==> config.mk <==
export PLATFORM = sky130hd
export DESIGN_NAME = pidc_calc
export DESIGN_NICKNAME = d
export VERILOG_FILES = /design/src/hw/rtl/pidc_pkg.sv /design/src/hw/rtl/pidc_calc.sv
export SDC_FILE = /design/constraint.sdc
export NUM_CORES = 2
export LEC_CHECK = 0
export ABC_AREA = 1
export BUFFER_PORTS_ARGS = -buffer_cell sky130_fd_sc_hd__buf_2
export CAP_MARGIN = 0
export CORE_ASPECT_RATIO = 0.75
export CORE_UTILIZATION = 30
export DETAILED_ROUTE_END_ITERATION = 10
export GPL_TIMING_DRIVEN = 0
export PLACE_DENSITY = 0.51
export SETUP_SLACK_MARGIN = 0.4
export SYNTH_ARGS = -nofsm -noshare
export SYNTH_HDL_FRONTEND = slang
export SYNTH_SLANG_ARGS = --single-unit
==> constraint.sdc <==
create_clock -name vclk -period 23.5
set_clock_uncertainty 0.1 [all_clocks]
set_input_delay 3.525 -clock vclk [all_inputs]
set_output_delay 3.525 -clock vclk [all_outputs]
set_load 0.1 [all_outputs]
==> src/hw/rtl/pidc_pkg.sv <==
package pidc_pkg;

  localparam int FRAC_BITS    = 12;
  localparam int SAMPLE_WIDTH = 16;
  localparam int ERR_W        = SAMPLE_WIDTH + 1;
  localparam int GAIN_W       = 24;
  localparam int LIM_W        = 31;
  localparam int ACC_W        = 48;
  localparam int DRIVE_W      = 32;
  localparam int OP_W         = ERR_W + 2;
  localparam int PROD_W       = OP_W + GAIN_W;
  localparam int CFG_IDX_W    = 3;
  localparam int CFG_DATA_W   = 32;

  // register indexes
  localparam logic [CFG_IDX_W-1:0] REG_FORM    = 3'd0;
  localparam logic [CFG_IDX_W-1:0] REG_GAIN_P  = 3'd1;
  localparam logic [CFG_IDX_W-1:0] REG_GAIN_I  = 3'd2;
  localparam logic [CFG_IDX_W-1:0] REG_GAIN_D  = 3'd3;
  localparam logic [CFG_IDX_W-1:0] REG_INT_LIM = 3'd4;
  localparam logic [CFG_IDX_W-1:0] REG_OUT_LIM = 3'd5;

  // form codes
  localparam logic FORM_INCR = 1'b0;
  localparam logic FORM_POS  = 1'b1;

  localparam logic [LIM_W-1:0] OUT_LIM_RST = LIM_W'(10000);

  // largest accumulator magnitude any clamp can allow
  localparam logic signed [ACC_W-1:0] ACC_MAX =
    {{(ACC_W-LIM_W-FRAC_BITS){1'b0}}, {LIM_W{1'b1}}, {FRAC_BITS{1'b0}}};

  typedef struct packed {
    logic              form_sel;
    logic [GAIN_W-1:0] gain_p;
    logic [GAIN_W-1:0] gain_i;
    logic [GAIN_W-1:0] gain_d;
    logic [LIM_W-1:0]  int_lim;
    logic [LIM_W-1:0]  out_lim;
  } pidc_cfg_t;

  typedef struct packed {
    logic [ERR_W-1:0] err_now;
    logic [ERR_W-1:0] err_prev;
    logic [ERR_W-1:0] err_prev2;
    logic [ACC_W-1:0] integ;
    logic [ACC_W-1:0] out_acc;
  } pidc_state_t;

  function automatic logic signed [ACC_W-1:0] clamp_mag(
    input logic signed [ACC_W-1:0] x,
    input logic [LIM_W-1:0]        lim
  );
    logic signed [ACC_W-1:0] bound;
    bound = {{(ACC_W-LIM_W-FRAC_BITS){1'b0}}, lim, {FRAC_BITS{1'b0}}};
    if (x > bound) begin
      return bound;
    end else if (x < -bound) begin
      return -bound;
    end
    return x;
  endfunction

endpackage

==> src/hw/rtl/pidc_calc.sv <==
module pidc_calc (
  input  pidc_pkg::pidc_cfg_t                           cfg,
  input  pidc_pkg::pidc_state_t                         state_cur,
  input  logic signed [pidc_pkg::SAMPLE_WIDTH-1:0]      setpoint,
  input  logic signed [pidc_pkg::SAMPLE_WIDTH-1:0]      measured,
  output pidc_pkg::pidc_state_t                         state_nxt,
  output logic signed [pidc_pkg::DRIVE_W-1:0]           drive
);
  import pidc_pkg::*;

  logic signed [ERR_W-1:0]  err, e1, e2;
  logic signed [OP_W-1:0]   d1, d2, op_p, op_d, op_i;
  logic signed [GAIN_W-1:0] gp, gi, gd;
  logic signed [PROD_W-1:0] prod_p, prod_i, prod_d;
  logic signed [ACC_W-1:0]  sum_pd, integ_sum, out_old, integ_old;
  logic                     incr, gi_on;

  assign incr  = (cfg.form_sel == FORM_INCR);
  assign gi_on = (cfg.gain_i != '0);

  assign gp        = $signed(cfg.gain_p);
  assign gi        = $signed(cfg.gain_i);
  assign gd        = $signed(cfg.gain_d);
  assign e1        = $signed(state_cur.err_now);
  assign e2        = $signed(state_cur.err_prev);
  assign out_old   = $signed(state_cur.out_acc);
  assign integ_old = $signed(state_cur.integ);

  assign err = ERR_W'(setpoint) - ERR_W'(measured);
  assign d1  = OP_W'(err) - OP_W'(e1);
  assign d2  = OP_W'(err) - (OP_W'(e1) <<< 1) + OP_W'(e2);

  // three multipliers shared by both forms; P and D operands picked by form
  assign op_p = incr ? d1 : OP_W'(err);
  assign op_d = incr ? d2 : d1;
  assign op_i = OP_W'(err);

  assign prod_p = PROD_W'(op_p) * PROD_W'(gp);
  assign prod_i = PROD_W'(op_i) * PROD_W'(gi);
  assign prod_d = PROD_W'(op_d) * PROD_W'(gd);

  assign sum_pd    = ACC_W'(prod_p) + ACC_W'(prod_d);
  assign integ_sum = clamp_mag(integ_old + ACC_W'(prod_i), cfg.int_lim);

  always_comb begin
    state_nxt = state_cur;
    if (incr) begin
      state_nxt.err_prev2 = state_cur.err_prev;
      state_nxt.err_prev  = state_cur.err_now;
      state_nxt.err_now   = err;
      state_nxt.out_acc   = clamp_mag(out_old + sum_pd + ACC_W'(prod_i), cfg.out_lim);
    end else begin
      state_nxt.err_prev = state_cur.err_now;
      state_nxt.err_now  = err;
      if (gi_on) begin
        state_nxt.integ   = integ_sum;
        state_nxt.out_acc = clamp_mag(sum_pd + integ_sum, cfg.out_lim);
      end else begin
        state_nxt.out_acc = clamp_mag(sum_pd, cfg.out_lim);
      end
    end
  end

  // arithmetic shift right; clamp keeps the result within 32 bits
  assign drive = $signed(state_nxt.out_acc[FRAC_BITS+DRIVE_W-1:FRAC_BITS]);

endmodule
==> flow_summary.ini <==
[status]
status = finished, violations left
violations = setup timing

[clock_network]
cts-hold-fix-buffers = 0

[sta]
fmax_mhz = 41.2
worstMarginPinSlew_ps = 1420
finalCritPeriodShare_pct = 103
setup_viol = 80
slew_viol_final = 0
rsz0062_at_grt = true
slew_headroom_pct = 5.07
fin_ws_ps = -792
finalHoldViolations = 0
finalCriticalPeriod_ps = 24290

[die]
dieArea_mm2 = 0.241
io_pins = 493
rows = 155
die_y_um = 426
die_w_um = 567
core_area_mm2 = 0.238
initial_core_util_pct = 30.2

[synthesis]
synthTopCellsByArea = fa_1, ha_1, nand2_1, inv_1, nor2_1
yosysMostFrequentCell = nand2_1
syn-cell-area_mm2 = 0.0718
yosys.area.top_type = fa_1
synth_area_per_cell_um2 = 7.43
synth.top_cell.area_share_pct = 41.1
syn_inst = 9670
netlist_top_cells_count = nand2_1, inv_1, fa_1
synth_nets = 12200
ys_seq_area_share_pct = 0
ys_types = 67
yosys_warnings = 0

[worst_hold_path]
hold_start = state_cur[103]
hold_path.class = primary input to output port

[grt]
grt_start_max_net_pins = 18
grt-ovfl-total = 0
grt_pass1_wl_um = 517000
grt_antenna_before_repair = 17
grt_pass1_vias = 71500
grt_use_total_pct = 29.5

[detailed_routing]
ant_nets = 0
wl_per_cell_um = 26.2
top_layer_used = met5
vias_per_cell = 5.18
wl_met1_um = 165000
wl_met3_um = 36200
drc = 0
drt-initial-drc-count = 7357
drt-total-wl_um = 360000
vias = 71200
wl_met2_um = 147000
firstDrtPassIters = 6

[placement]
place.detailed.hpwl_um = 307000
dp.cells = 13300
portBuffers = 470
globalplace.congestion = 1.01

[setup_path]
worstPathMaxFanout = 12
cp-startpoint = setpoint[0]
cp_slowest_cell = xnor2_1
worstSetupEndpointType = output port
crit_type = primary input to output port
cp_slowest_stage_delay_ps = 570
cp-start-kind = primary input
cp.required_ps = 19880
crit_arrival_ps = 20670

[run]
maxCapViolations = 0

[final_layout]
ff_latch_area_um2 = 0
nClkBuffers = 0
layout.nets = 13100
utilization_pct = 38.9
areaGrowthSynthToFinish_pct = 28.9
fin_cells = 13700
design.seq.count = 0
layout-drive-gt1-share_pct = 22.1
## stage by stage
stage	hold WS, ps	setup slack (ps)	instance area (um^2)	TNS, ps
floorplan	7160	352	72000	0
global placement	7420	-8680	78200	-719740
detailed placement	7420	-8330	78500	-684210
CTS	7420	-416	90300	-23300
global route	7430	-1280	92600	-92130
finish	7420	-792	92600	-53170
## worst max-delay path, delay by kind of cell
| family | cells | cell delay (ps) |
|---|---|---|
| compound gates | 15 | 2250 |
| xor+xnor | 3 | 910 |
| fa+ha+maj | 13 | 5030 |
| buf+inv | 27 | 3030 |
| simple gates | 44 | 5800 |
## worst paths after layout
check,endpoint,cells after the start,slack (ps)
max,state_nxt[17],102,-790
min,state_nxt[103],4,7420
## repair_timing
| item | CTS | global route |
|---|---|---|
| gates cloned | 16 | 0 |
| endpoints found under the setup margin | 128 | 80 |
| resized for setup | 1925 | 413 |
| buffers inserted | 330 | 86 |
| pin swaps | 347 | 292 |
## layout by cell type (no fill, tap or decap), drive strengths merged, types with 11 or more instances in the layout
master  synthesis  layout
fa           1476    1476
nand4          67      67
a21boi         13      13
a21o           48      48
nand3         404     404
nand2        2080    2080
clkinv         13      13
a21oi         504     504
nor3           65      65
xor2          180     180
o211ai         16      16
inv          2062    2056
a31oi          32      32
nor4           35      35
o21bai         32      32
nand3b         11      11
buf           110    1030
clkbuf        230     223
nor2          956     956
o21ai         271     271
or2            83      83
o221ai         23      23
diode           0      11
ha            747     747
xnor2         114     114
o21a           28      28
## kinds of logic after synthesis
family | synth area share, %
simple gates | 21.2
buf+inv | 13.0
fa+ha+maj | 54.1
compound gates | 7.96
xor+xnor | 3.58
mux | 0.136
## layout make-up
type,instances,area [um^2]
fill,24500,145000
multi-input combinational,7255,70200
timing repair buffer,915,8100
inverter,2075,7930
tap,3140,3930
buffer,340,2470
antenna,11,27.5
## routing by layer
| metal | track usage (%) | vias to the layer above |
|---|---|---|
| li1 | - | 31200 |
| met1 | 44.4 | 36100 |
| met4 | 7.45 | 6 |
| met3 | 5.75 | 398 |
| met5 | 0 | - |
| met2 | 42.5 | 3492 |
Power is not shown: default switching activity piles up to over one toggle a cycle in this logic, so the estimate is an artifact.
